**src/sv/b64lw_pkg.sv**
```systemverilog
// b64lw_pkg: types, character codes and the symbol table of the base64 line-wrap encoder.
// No dependencies. Imported by every module of the block.
`timescale 1ns / 1ps
package b64lw_pkg;

   localparam int unsigned QUEUE_DEPTH = 4;

   localparam logic [7:0] LINE_LENGTH_RESET = 8'd64;
   localparam logic [7:0] CHAR_PAD          = 8'h3D;
   localparam logic [7:0] CHAR_NEWLINE      = 8'h0A;
   localparam logic [7:0] CHAR_UPPER_A      = 8'h41;
   localparam logic [7:0] CHAR_LOWER_A      = 8'h61;
   localparam logic [7:0] CHAR_DIGIT_0      = 8'h30;
   localparam logic [7:0] CHAR_PLUS         = 8'h2B;
   localparam logic [7:0] CHAR_SLASH        = 8'h2F;

   // register indexes
   localparam logic REG_LINE_LENGTH = 1'b0;

   // back-end step indexes: 0..3 are chunk characters
   localparam logic [2:0] STEP_FIRST   = 3'd0;
   localparam logic [2:0] STEP_LAST_SYM = 3'd3;
   localparam logic [2:0] STEP_NEWLINE = 3'd4;

   // one unit of work for the back end
   typedef struct packed {
      logic            has_chunk;  // four characters of a group come first
      logic [1:0]      count;      // bytes in the group, 1..3
      logic            newline;    // a newline follows
      logic            end_nl;     // that newline ends the message
      logic [3:0][5:0] sym;
   } job_type;

   function automatic logic [7:0] b64_char(input logic [5:0] s);
      logic [7:0] c;
      c = CHAR_SLASH;
      if (s < 6'd26) begin
         c = CHAR_UPPER_A + {2'b00, s};
      end else if (s < 6'd52) begin
         c = CHAR_LOWER_A + {2'b00, s - 6'd26};
      end else if (s < 6'd62) begin
         c = CHAR_DIGIT_0 + {2'b00, s - 6'd52};
      end else if (s == 6'd62) begin
         c = CHAR_PLUS;
      end
      return c;
   endfunction

endpackage

```
**src/sv/b64lw_front.sv**
```systemverilog
// b64lw_front: accepts message bytes, gathers groups of three, tracks the line position
// and queues one job per group or message end. Depends on b64lw_pkg.
`timescale 1ns / 1ps
module b64lw_front import b64lw_pkg::*; (
   input  logic       clock,
   input  logic       reset,
   input  logic       req_valid,
   output logic       req_stall,
   input  logic [7:0] req_data_byte,
   input  logic       req_last_byte,
   input  logic       req_empty_message,
   input  logic [7:0] line_length,
   output logic       push,
   output job_type    push_job,
   input  logic       queue_full
);

   logic [1:0][7:0] pending_ff, pending_in;
   logic [1:0]      fill_ff, fill_in;
   logic [7:0]      line_pos_ff, line_pos_in;

   logic       accept;
   logic [1:0] fill_eff;
   logic       full_group;
   logic [7:0] b0, b1, b2;
   logic [8:0] pos_next;
   logic [8:0] threshold;
   logic       wrap_on;
   logic       wrap_hit;

   assign req_stall = queue_full;
   assign accept    = req_valid && !queue_full;

   always_comb begin
      fill_eff   = (fill_ff == 2'd3) ? 2'd2 : fill_ff;
      full_group = (fill_eff == 2'd2);

      b0 = (fill_eff == 2'd0) ? req_data_byte : pending_ff[0];
      b1 = 8'd0;
      if (fill_eff == 2'd1) begin
         b1 = req_data_byte;
      end else if (fill_eff == 2'd2) begin
         b1 = pending_ff[1];
      end
      b2 = full_group ? req_data_byte : 8'd0;

      pos_next  = {1'b0, line_pos_ff} + 9'd4;
      threshold = ({1'b0, line_length} + 9'd3) & 9'h1FC;
      wrap_on   = (line_length != 8'd0);
      wrap_hit  = full_group && wrap_on && (pos_next >= threshold) && !req_last_byte;

      push_job.has_chunk = !req_empty_message && (full_group || req_last_byte);
      push_job.count     = full_group ? 2'd3 : fill_eff + 2'd1;
      push_job.newline   = req_empty_message || req_last_byte || wrap_hit;
      push_job.end_nl    = req_empty_message || req_last_byte;
      push_job.sym[0]    = b0[7:2];
      push_job.sym[1]    = {b0[1:0], b1[7:4]};
      push_job.sym[2]    = {b1[3:0], b2[7:6]};
      push_job.sym[3]    = b2[5:0];

      push = accept && (req_empty_message || req_last_byte || full_group);

      pending_in  = pending_ff;
      fill_in     = fill_ff;
      line_pos_in = line_pos_ff;
      if (accept) begin
         if (req_empty_message || req_last_byte) begin
            pending_in  = '0;
            fill_in     = 2'd0;
            line_pos_in = 8'd0;
         end else if (full_group) begin
            pending_in = '0;
            fill_in    = 2'd0;
            if (wrap_on) begin
               if (wrap_hit) begin
                  line_pos_in = 8'd0;
               end else if (pos_next[8]) begin
                  line_pos_in = 8'hFF;
               end else begin
                  line_pos_in = pos_next[7:0];
               end
            end
         end else begin
            pending_in[fill_eff[0]] = req_data_byte;
            fill_in                 = fill_eff + 2'd1;
         end
      end
   end

   always_ff @(posedge clock) begin
      if (reset) begin
         pending_ff  <= '0;
         fill_ff     <= 2'd0;
         line_pos_ff <= 8'd0;
      end else begin
         pending_ff  <= pending_in;
         fill_ff     <= fill_in;
         line_pos_ff <= line_pos_in;
      end
   end

endmodule

```
**src/sv/b64lw_queue.sv**
```systemverilog
// b64lw_queue: small job queue between front and back end.
// Depends on b64lw_pkg for the job type.
`timescale 1ns / 1ps
module b64lw_queue import b64lw_pkg::*; #(
   parameter int unsigned Depth = QUEUE_DEPTH
) (
   input  logic    clock,
   input  logic    reset,
   input  logic    push,
   input  job_type push_job,
   output logic    full,
   input  logic    pop,
   output job_type pop_job,
   output logic    empty
);

   localparam int unsigned PtrWidth = (Depth > 1) ? $clog2(Depth) : 1;
   localparam int unsigned CntWidth = $clog2(Depth + 1);
   localparam logic [PtrWidth-1:0] PtrMax = PtrWidth'(Depth - 1);
   localparam logic [CntWidth-1:0] CntMax = CntWidth'(Depth);

   job_type entry_ff [Depth];
   logic [PtrWidth-1:0] wr_ptr_ff, wr_ptr_in;
   logic [PtrWidth-1:0] rd_ptr_ff, rd_ptr_in;
   logic [CntWidth-1:0] count_ff, count_in;
   logic do_push, do_pop;

   assign full    = (count_ff == CntMax);
   assign empty   = (count_ff == '0);
   assign pop_job = entry_ff[rd_ptr_ff];
   assign do_push = push && !full;
   assign do_pop  = pop && !empty;

   always_comb begin
      wr_ptr_in = wr_ptr_ff;
      rd_ptr_in = rd_ptr_ff;
      count_in  = count_ff;
      if (do_push) begin
         wr_ptr_in = (wr_ptr_ff == PtrMax) ? '0 : wr_ptr_ff + 1'b1;
      end
      if (do_pop) begin
         rd_ptr_in = (rd_ptr_ff == PtrMax) ? '0 : rd_ptr_ff + 1'b1;
      end
      if (do_push && !do_pop) begin
         count_in = count_ff + 1'b1;
      end else if (do_pop && !do_push) begin
         count_in = count_ff - 1'b1;
      end
   end

   always_ff @(posedge clock) begin
      if (do_push) begin
         entry_ff[wr_ptr_ff] <= push_job;
      end
   end

   always_ff @(posedge clock) begin
      if (reset) begin
         wr_ptr_ff <= '0;
         rd_ptr_ff <= '0;
         count_ff  <= '0;
      end else begin
         wr_ptr_ff <= wr_ptr_in;
         rd_ptr_ff <= rd_ptr_in;
         count_ff  <= count_in;
      end
   end

endmodule

```
**src/sv/b64lw_back.sv**
```systemverilog
// b64lw_back: steps through one job at a time, one character per cycle while the output
// is not stalled, into the output register. Depends on b64lw_pkg.
`timescale 1ns / 1ps
module b64lw_back import b64lw_pkg::*; (
   input  logic       clock,
   input  logic       reset,
   input  job_type    pop_job,
   input  logic       queue_empty,
   output logic       pop,
   output logic       rsp_valid,
   input  logic       rsp_stall,
   output logic [7:0] rsp_out_char,
   output logic       rsp_last_char
);

   job_type    job_ff, job_in;
   logic       busy_ff, busy_in;
   logic [2:0] step_ff, step_in;
   logic       out_valid_ff, out_valid_in;
   logic [7:0] out_char_ff, out_char_in;
   logic       out_last_ff, out_last_in;

   logic       advance;
   logic       final_step;
   logic [7:0] cur_char;
   logic       cur_last;

   assign rsp_valid     = out_valid_ff;
   assign rsp_out_char  = out_char_ff;
   assign rsp_last_char = out_last_ff;

   always_comb begin
      advance    = busy_ff && (!out_valid_ff || !rsp_stall);
      final_step = (step_ff == STEP_NEWLINE) ||
                   ((step_ff == STEP_LAST_SYM) && !job_ff.newline);

      cur_last = 1'b0;
      case (step_ff)
         3'd0:    cur_char = b64_char(job_ff.sym[0]);
         3'd1:    cur_char = b64_char(job_ff.sym[1]);
         3'd2:    cur_char = (job_ff.count == 2'd1) ? CHAR_PAD : b64_char(job_ff.sym[2]);
         3'd3:    cur_char = (job_ff.count == 2'd3) ? b64_char(job_ff.sym[3]) : CHAR_PAD;
         default: begin
            cur_char = CHAR_NEWLINE;
            cur_last = job_ff.end_nl;
         end
      endcase

      // take the next job when idle or as the current one finishes
      pop = !queue_empty && (!busy_ff || (advance && final_step));

      job_in  = job_ff;
      busy_in = busy_ff;
      step_in = step_ff;
      if (pop) begin
         job_in  = pop_job;
         busy_in = 1'b1;
         step_in = pop_job.has_chunk ? STEP_FIRST : STEP_NEWLINE;
      end else if (advance) begin
         if (final_step) begin
            busy_in = 1'b0;
         end else begin
            step_in = step_ff + 3'd1;
         end
      end

      out_valid_in = out_valid_ff;
      out_char_in  = out_char_ff;
      out_last_in  = out_last_ff;
      if (advance) begin
         out_valid_in = 1'b1;
         out_char_in  = cur_char;
         out_last_in  = cur_last;
      end else if (!rsp_stall) begin
         out_valid_in = 1'b0;
      end
   end

   always_ff @(posedge clock) begin
      job_ff      <= job_in;
      out_char_ff <= out_char_in;
      out_last_ff <= out_last_in;
   end

   always_ff @(posedge clock) begin
      if (reset) begin
         busy_ff      <= 1'b0;
         step_ff      <= STEP_FIRST;
         out_valid_ff <= 1'b0;
      end else begin
         busy_ff      <= busy_in;
         step_ff      <= step_in;
         out_valid_ff <= out_valid_in;
      end
   end

endmodule

```
**src/sv/base64_encoder_line_wrap.sv**
```systemverilog
// Base64 encoder with line wrapping: one message byte per word in, one character per word out.
// Input takes a byte every cycle while the job queue has room; the back end emits one character
// per cycle unless stalled, four per group of three bytes, five when a wrap newline follows.
// A message end emits its last chunk, if any, plus the closing newline.
// A job goes through its queue entry and the back-end job register to the output register.
// Synchronous active-high reset clears the queue, the group state and sets line_length to 64.
// Depends on b64lw_pkg, b64lw_front, b64lw_queue and b64lw_back.
`timescale 1ns / 1ps
module base64_encoder_line_wrap import b64lw_pkg::*; #(
   parameter int unsigned QueueDepth = QUEUE_DEPTH
) (
   input  logic        clock,
   input  logic        reset,
   input  logic        req_valid,
   output logic        req_stall,
   input  logic [7:0]  req_data_byte,
   input  logic        req_last_byte,
   input  logic        req_empty_message,
   output logic        rsp_valid,
   input  logic        rsp_stall,
   output logic [7:0]  rsp_out_char,
   output logic        rsp_last_char,
   input  logic        csr_psel,
   input  logic        csr_penable,
   input  logic        csr_pwrite,
   input  logic [2:0]  csr_paddr,
   input  logic [31:0] csr_pwdata,
   output logic [31:0] csr_prdata,
   output logic        csr_pready
);

   logic [7:0] line_length_ff, line_length_in;
   logic       csr_write;
   logic       push, pop, queue_full, queue_empty;
   job_type    push_job, pop_job;

   assign csr_pready = 1'b1;
   assign csr_write  = csr_psel && csr_penable && csr_pwrite;
   assign csr_prdata = (csr_paddr[2] == REG_LINE_LENGTH) ? {24'd0, line_length_ff} : 32'd0;

   always_comb begin
      line_length_in = line_length_ff;
      if (csr_write && (csr_paddr[2] == REG_LINE_LENGTH)) begin
         line_length_in = csr_pwdata[7:0];
      end
   end

   always_ff @(posedge clock) begin
      if (reset) begin
         line_length_ff <= LINE_LENGTH_RESET;
      end else begin
         line_length_ff <= line_length_in;
      end
   end

   b64lw_front u_front (
      .clock             (clock),
      .reset             (reset),
      .req_valid         (req_valid),
      .req_stall         (req_stall),
      .req_data_byte     (req_data_byte),
      .req_last_byte     (req_last_byte),
      .req_empty_message (req_empty_message),
      .line_length       (line_length_ff),
      .push              (push),
      .push_job          (push_job),
      .queue_full        (queue_full)
   );

   b64lw_queue #(
      .Depth (QueueDepth)
   ) u_queue (
      .clock    (clock),
      .reset    (reset),
      .push     (push),
      .push_job (push_job),
      .full     (queue_full),
      .pop      (pop),
      .pop_job  (pop_job),
      .empty    (queue_empty)
   );

   b64lw_back u_back (
      .clock         (clock),
      .reset         (reset),
      .pop_job       (pop_job),
      .queue_empty   (queue_empty),
      .pop           (pop),
      .rsp_valid     (rsp_valid),
      .rsp_stall     (rsp_stall),
      .rsp_out_char  (rsp_out_char),
      .rsp_last_char (rsp_last_char)
   );

endmodule

```
**config.mk**
```make
export PLATFORM = sky130hd
export DESIGN_NAME = base64_encoder_line_wrap
export DESIGN_NICKNAME = d
export VERILOG_FILES = /design/src/sv/b64lw_pkg.sv /design/src/sv/b64lw_front.sv /design/src/sv/b64lw_queue.sv /design/src/sv/b64lw_back.sv /design/src/sv/base64_encoder_line_wrap.sv
export SDC_FILE = /design/constraint.sdc
export NUM_CORES = 1
export LEC_CHECK = 0
export BUFFER_PORTS_ARGS = -buffer_cell sky130_fd_sc_hd__buf_4
export CAP_MARGIN = 20
export CORE_ASPECT_RATIO = 1.1
export CORE_MARGIN = 1.5
export CORE_UTILIZATION = 65
export CTS_CLUSTER_SIZE = 24
export DETAILED_ROUTE_END_ITERATION = 12
export PLACE_DENSITY = 0.95
export SKIP_LAST_GASP = 1
export SLEW_MARGIN = 15
export SYNTH_ARGS = -nofsm -noshare
export SYNTH_HDL_FRONTEND = slang
export SYNTH_SLANG_ARGS = --single-unit
```
**constraint.sdc**
```tcl
create_clock -name clock -period 10.4 [get_ports clock]
set_input_delay 0.52 -clock clock [delete_from_list [all_inputs] [get_ports clock]]
set_output_delay 0.52 -clock clock [all_outputs]
set_load 0.005 [all_outputs]
```
=== Yosys cells after proc, flatten, opt, wreduce, memory -nomap -nowiden ===
Memories as Yosys holds them, arrays and structs flattened. A register that Yosys moved wholly into a read port is not among the register bits.
Cells that the tools add are included.

* Memory bits (writable): 116
* Word-level logic and storage cells: 186
* Output and inout bits: 44
* Memories kept: 1
* Bits of input ports: 52
* Register bits after elaboration: 83

{| class="wikitable"
|+ Memory list
! memory !! depth !! width !! read ports !! clocked after Yosys merged registers in !! write ports !! RTL line !! RTL
|-
| u_queue.entry_ff || 4 || 29 || 1 || 1 || 1 || b64lw_queue.sv:22 || <nowiki>job_type entry_ff [Depth];</nowiki>
|}

* Mux-type cells: 55
* Order comparisons: 15
* Reductions and logical operators: 48
* Bitwise operators: 1
* Eq/ne operators: 18
* Add/subtract/negate cells: 28

{| class="wikitable"
|+ Operator list
! kind !! count
|-
| 8-bit 2-to-1 mux || 25
|-
| 7-bit by 6-bit adder with 8-bit output, first input constant || 8
|-
| 6-bit less-than comparator, second input constant || 8
|-
| 16-bit 2-to-1 mux || 2
|-
| 8-bit one-hot mux with 4 select lines || 1
|-
| 3-bit 2-to-1 mux || 10
|-
| 6-bit by 6-bit adder with 7-bit output, first input constant || 4
|-
| 6-bit == test, second input constant || 4
|-
| 6-bit by 5-bit less-than comparator with 1-bit output, second input constant || 4
|-
| 6-bit by 5-bit subtractor with 6-bit output, second input constant || 4
|-
| 6-bit subtractor, second input constant || 4
|-
| 1-bit logical AND || 18
|-
| 16-bit bitwise mux || 1
|-
| 2-bit 2-to-1 mux || 8
|-
| 2-bit == test, second input constant || 5
|-
| 1-bit zero test || 10
|-
| 2-bit nonzero test || 5
|-
| 8-bit by 2-bit adder with 9-bit output, second input constant || 1
|-
| 8-bit by 3-bit adder with 9-bit output, second input constant || 1
|-
| 9-bit >= comparator || 1
|-
| 8-bit demux with 1-bit select || 1
|-
| 8-bit nonzero test || 1
|-
| 1-bit logical OR || 7
|-
| 1-bit 2-to-1 mux || 7
|-
| 17 further kinds || 25
|}

=== Depth between registers and ports, before layout ===
* Word-level depth: 10
* Depth in mapped cells: 14
* Depth with buffers taken out: 12

=== By module ===
Synthesis repeated with hierarchy kept, for this count alone.

* Cells, all modules: 893
* Area, all modules: 10650.2 µm²

{| class="wikitable"
|+ By module, submodules not included
! module !! seq. area each (µm²) !! area each (µm²) !! instances !! cells an instance
|-
| b64lw_queue || 3663.5 || 4673.2 || 1 || 201
|-
| b64lw_back || 1211.2 || 3777.4 || 1 || 428
|-
| b64lw_front || 500.5 || 1574.0 || 1 || 194
|-
| base64_encoder_line_wrap || 160.2 || 625.6 || 1 || 70
|}

=== Worst setup path before layout ===
Ideal clock, no wire load.

* Path kind: register to register
* Start point: register u_back.step_ff[2]
* End point: register u_queue.count_ff[2]
* Stages on the path, launching flop included: 15
* Period minus slack after synthesis: 3.385 ns
* Arrival time: 3.315 ns
* Slack: 7.015 ns
* Path buffers: 2
* Setup time: 0.070 ns
* Required time: 10.330 ns
* Cell sequence: dfxtp_1 -> clkbuf_1 -> inv_1 -> ha_1 -> a22oi_1 -> o21ai_0 -> o31a_1 -> clkbuf_1 -> inv_1 -> ha_1 -> inv_1 -> fa_1 -> xor2_1 -> or3_1 -> a21oi_1

* Word-level cells in the longest chain between the ends: 10
* Elaborated cells on any way between the ends: 13
* Those cells by class: eq/ne: 2; mux: 1; reduce/logical: 10

{| class="wikitable"
|+ RTL lines
! what !! RTL line !! RTL
|-
| from (decl) || b64lw_back.sv:18 || <nowiki>logic [2:0] step_ff, step_in;</nowiki>
|-
| from (signal assigned) || b64lw_back.sv:92 || <nowiki>step_ff <= step_in;</nowiki>
|-
| 3-bit by 2-bit == test with 1-bit output || b64lw_back.sv:35 || <nowiki>((step_ff == STEP_LAST_SYM) && !job_ff.newline);</nowiki>
|-
| 1-bit logical AND || b64lw_back.sv:35 ||
|-
| 1-bit logical OR * || b64lw_back.sv:34 || <nowiki>final_step = (step_ff == STEP_NEWLINE) ||</nowiki>
|-
| 1-bit logical AND * || b64lw_back.sv:50 || <nowiki>pop = !queue_empty && (!busy_ff || (advance && final_step));</nowiki>
|-
| 1-bit logical OR * || b64lw_back.sv:50 ||
|-
| 1-bit logical AND * || b64lw_back.sv:50 ||
|-
| via pop || base64_encoder_line_wrap.sv:34 || <nowiki>logic push, pop, queue_full, queue_empty;</nowiki>
|-
| 1-bit logical AND * || b64lw_queue.sv:32 || <nowiki>assign do_pop = pop && !empty;</nowiki>
|-
| 1-bit zero test || b64lw_queue.sv:44 || <nowiki>if (do_push && !do_pop) begin</nowiki>
|-
| 1-bit logical AND || b64lw_queue.sv:44 ||
|-
| 3-bit 2-to-1 mux / 2-bit nonzero test (equally long branches) || -- ||
|-
| to (signal assigned) || b64lw_queue.sv:65 || <nowiki>count_ff <= count_in;</nowiki>
|-
| to (decl) || b64lw_queue.sv:25 || <nowiki>logic [CntWidth-1:0] count_ff, count_in;</nowiki>
|}

Mark *: on every way through the listed nets, which the timed path passes. The rest lies on a longest branch.
A chain may end at the register's enable or synchronous reset.

=== Final worst setup path ===
* Start point: register u_back.step_ff[2]
* End point: register u_queue.count_ff[2]

* Word-level cells in the longest chain between the ends: 10
* Elaborated cells on any way between the ends: 13
* Those cells by class: eq/ne: 2; mux: 1; reduce/logical: 10

{| class="wikitable"
|+ RTL lines
! what !! RTL line
|-
| 3-bit by 2-bit == test with 1-bit output || b64lw_back.sv:35
|-
| 1-bit logical AND || b64lw_back.sv:35
|-
| 1-bit logical OR * || b64lw_back.sv:34
|-
| 1-bit logical AND * || b64lw_back.sv:50
|-
| 1-bit logical OR * || b64lw_back.sv:50
|-
| 1-bit logical AND * || b64lw_back.sv:50
|-
| 1-bit logical AND * || b64lw_queue.sv:32
|-
| 1-bit zero test || b64lw_queue.sv:44
|-
| 1-bit logical AND || b64lw_queue.sv:44
|-
| 3-bit 2-to-1 mux / 2-bit nonzero test (equally long branches) || --
|}

Mark *: on every way between the ends. The rest lies on a longest branch, timed or not.

==> impl_metrics.yaml <==
critical_path:
  cpMaxStageDelayCell: "dfxtp_1"
  cp.arrival_ps: 3780
  worst-r2r-setup-slack_ps: 6980
  crit_family: "adder cells"
  worst_setup_path_start_kind: "register"
  path_buf_inv: 4
  cpPeakStageDelay_ps: 620
  required_ps: 10760
  worstPathMaxFanout: 34
  r2r-start: "u_back.step_ff[2]$_SDFFE_PP0P_"
  path_class: "register to register"
  r2r_cells: 13
  critPathMostFrequentCell: "inv_1"
  critical_path.cell_chain: "inv_1, ha_1, a22oi_1, o21ai_0, o31a_1, buf_4, inv_1, ha_1, inv_1, fa_1, xor2_1, or3_1, a21oi_1"
  r2r_end: "u_queue.count_ff[2]$_SDFFE_PP0P_"
  critPathCaptureType: "register"
synthesis:
  synth_common_cells: "edfxtp_1, nand2_1, nor2_1, ha_1, a21oi_1"
  synth_cells: 880
  synthXorXnorAreaFrac_pct: 3.95
  synthMuxAreaShare_pct: 8.23
  synth_compound_area_share_pct: 10.3
  synth_top_cell_area_share_pct: 44.1
  yosys_warnings: 0
  synth_seq_cells: 200
  synth_fa_ha_area_share_pct: 7.28
  ys_seq_area_share_pct: 53.1
  yosysTopAreaCell: "edfxtp_1"
  ys.flop_type: "edfxtp_1"
  synth-simple-area-share_pct: 12.5
  synth.distinct_cells: 66
  synth.cell_area_mm2: 0.0104
  avgSynthCellArea_um2: 11.8
  synth_top_family_by_area: "simple AND/OR/NAND/NOR gates"
  yosysMostFrequentCell: "edfxtp_1"
  ys_top_cells_by_area: "edfxtp_1, dfxtp_1, ha_1"
  synth_edf_count: 153
  synth-async-reset-ratio_pct: 0
hold_path:
  hold_class: "primary input to register"
  worstHoldPathCells: 3
  min_from: "csr_pwdata[6]"
  min_to: "line_length_ff[6]$_SDFFE_PP1P_"
final_layout:
  n_antenna_cell: 0
  nNetsFinal: 1022
  syn_to_final_growth_pct: 9.43
  drive_gt1_share_pct: 14.3
  final_util_pct: 72.7
grt:
  grt_pass1_wl_um: 36500
  grt_pass1_vias: 7016
  grtUsageTotal_pct: 29.2
  grt_antenna_before_repair: 0
  gr-max-usage-layer: "met2"
  grt_start_max_net_pins: 46
  overflow: 0
  gr-usage-met1_pct: 35.9
  grt_use_met3_pct: 5.64
  grtUsageMet2_pct: 50.3
clocking:
  cts.clk_slew.worst_paths_ps: 70
  clockBufferDepth: 2
  htreeDepth: 4
  cts_setup_buffers: 0
  clock-root-buffer: "clkbuf_16"
  cts_tree: "done"
  cts_buffers: 17
  cts_resized: 0
  cts_sinks: 200
  clk_latency_ps: 440
  hold_buffers: 0
route:
  wl_per_cell_um: 20.6
  via_per_inst: 6.34
  first_pass_iters: 10
  vias: 7121
  drtIter0Drc: 775
  drcViolationCount: 1
  drt_wl_total_um: 23100
  postRouteAntennaNets: 0
sta:
  relSlewSlack_pct: 35.6
  fin_ws_ps: 6980
  setup_viol: 0
  finalClockSkew_ps: 6.81
  finalMaxSlewViolations: 0
  period_share_pct: 32.9
  timing.fmax_mhz: 292
  period_needed_ps: 3420
  worst_pin_slew_ps: 964
  grt_setup_unrepaired: "false"
  report.final.hold_viol_count: 0
  finalSetupTns_ps: 0
  hold_slack_ps: 295
die:
  io_pins: 96
  die_area_mm2: 0.0168
  die_h_um: 136
  row_count: 48
  die_w_um: 124
  coreArea_mm2: 0.0157
  start_util_pct: 66.5
place:
  dpl.hpwl_um: 15100
  globalplace.congestion: 1.01
  dpl_worst_slack_ps: 7090
  portBuffers: 44
pwr:
  pwr-share-clk_pct: 21.3
  irDropWorstVdd_mv: 0.118
  p_leak_uw: 0.00424
  p_comb_share_pct: 39.5
  seqPwrFrac_pct: 39.2
  power_density_mw_per_mm2: 281
  power.switching_uw: 1210
  internal_power_uw: 1990
  switching_share_pct: 37.8
status:
  status: "complete, but fails checks"
  violations: "DRC"
job:
  drv_cap: 0
state kept, by name, indices dropped and copies added (netlist names), 2 cells and up, named ones only:
register	cells
u_queue.entry_ff	116
u_back.job_ff	28
u_front.pending_ff	16
line_length_ff	8
u_back.rsp_out_char	8
u_front.line_pos_ff	7
u_back.step_ff	3
u_queue.count_ff	3
u_front.fill_ff	2
u_queue.rd_ptr_ff	2
u_queue.wr_ptr_ff	2
per-stage QoR:
stage	area (µm²)	instances	power, µW
2_1_floorplan	10500	903	2170
3_3_place_gp	10800	1091	2410
3_5_place_dp	10800	1091	2480
4_1_cts	11400	1123	3190
5_1_grt	11400	1123	3380
6_report	11400	1123	3200
metal layers:
layer  part of all wire (%)  vias up
li1                       -     3265
met1                     39     3466
met2                     52      335
met3                    6.1       55
met4                    2.8        0
met5                      0        -
cell families (layout without fill, tap and decap cells):
logic type | count (synthesis) | count (layout)
XOR/XNOR | 47 | 47
AO/OA/AOI/OAI | 164 | 164
buffers and inverters | 97 | 117
AND/OR/NAND/NOR | 262 | 262
flip-flops | 200 | 200
multiplexers | 48 | 48
other | 2 | 25
adder cells (fa/ha/maj) | 60 | 60
final cells by class:
class	count	area (µm²)
Timing Repair Buffer	50	375
Tap cell	200	250
Inverter	35	131
Multi-Input combinational cell	606	4490
Sequential cell	200	5540
Fill cell	1021	4280
Clock inverter	13	169
Clock buffer	19	443
cell usage in the layout, fill, tap and decap left out, drive strengths merged, types with 19 or more instances in the layout:
cell type / instances
a21oi: 53
inv: 38
xor2: 19
ha: 59
xnor2: 28
buf: 50
edfxtp: 153
dfxtp: 47
mux4: 29
o21ai: 27
conb: 25
nor2: 65
clkbuf: 19
nand2: 65
nand3: 37
worst min-delay path: stages:
cell	delay, ps
buf_4	80
nand2_1	40
nand3b_1	70
power by group through the flow:
stage                     registers, µW  logic [µW]  clock network (µW)
final                              1260        1260                 682
after global routing               1280        1380                 715
after CTS                          1250        1250                 688
after detailed placement           1260        1220                   0
after global placement             1250        1160                   0
after floorplan                    1150        1020                   0
worst max-delay path by stage:
| stage | cells past startpoint | end | start |
|---|---|---|---|
| floorplan | 14 | u_queue.count_ff[2]$_SDFFE_PP0P_ | u_back.step_ff[2]$_SDFFE_PP0P_ |
| global placement | 13 | u_queue.count_ff[2]$_SDFFE_PP0P_ | u_back.step_ff[2]$_SDFFE_PP0P_ |
| detailed placement | 13 | u_queue.count_ff[2]$_SDFFE_PP0P_ | u_back.step_ff[2]$_SDFFE_PP0P_ |
| CTS | 13 | u_queue.count_ff[2]$_SDFFE_PP0P_ | u_back.step_ff[2]$_SDFFE_PP0P_ |
| global route | 13 | u_queue.count_ff[2]$_SDFFE_PP0P_ | u_back.step_ff[2]$_SDFFE_PP0P_ |
| finish | 13 | u_queue.count_ff[2]$_SDFFE_PP0P_ | u_back.step_ff[2]$_SDFFE_PP0P_ |
No activity file was read; power rests on OpenSTA's default activity.
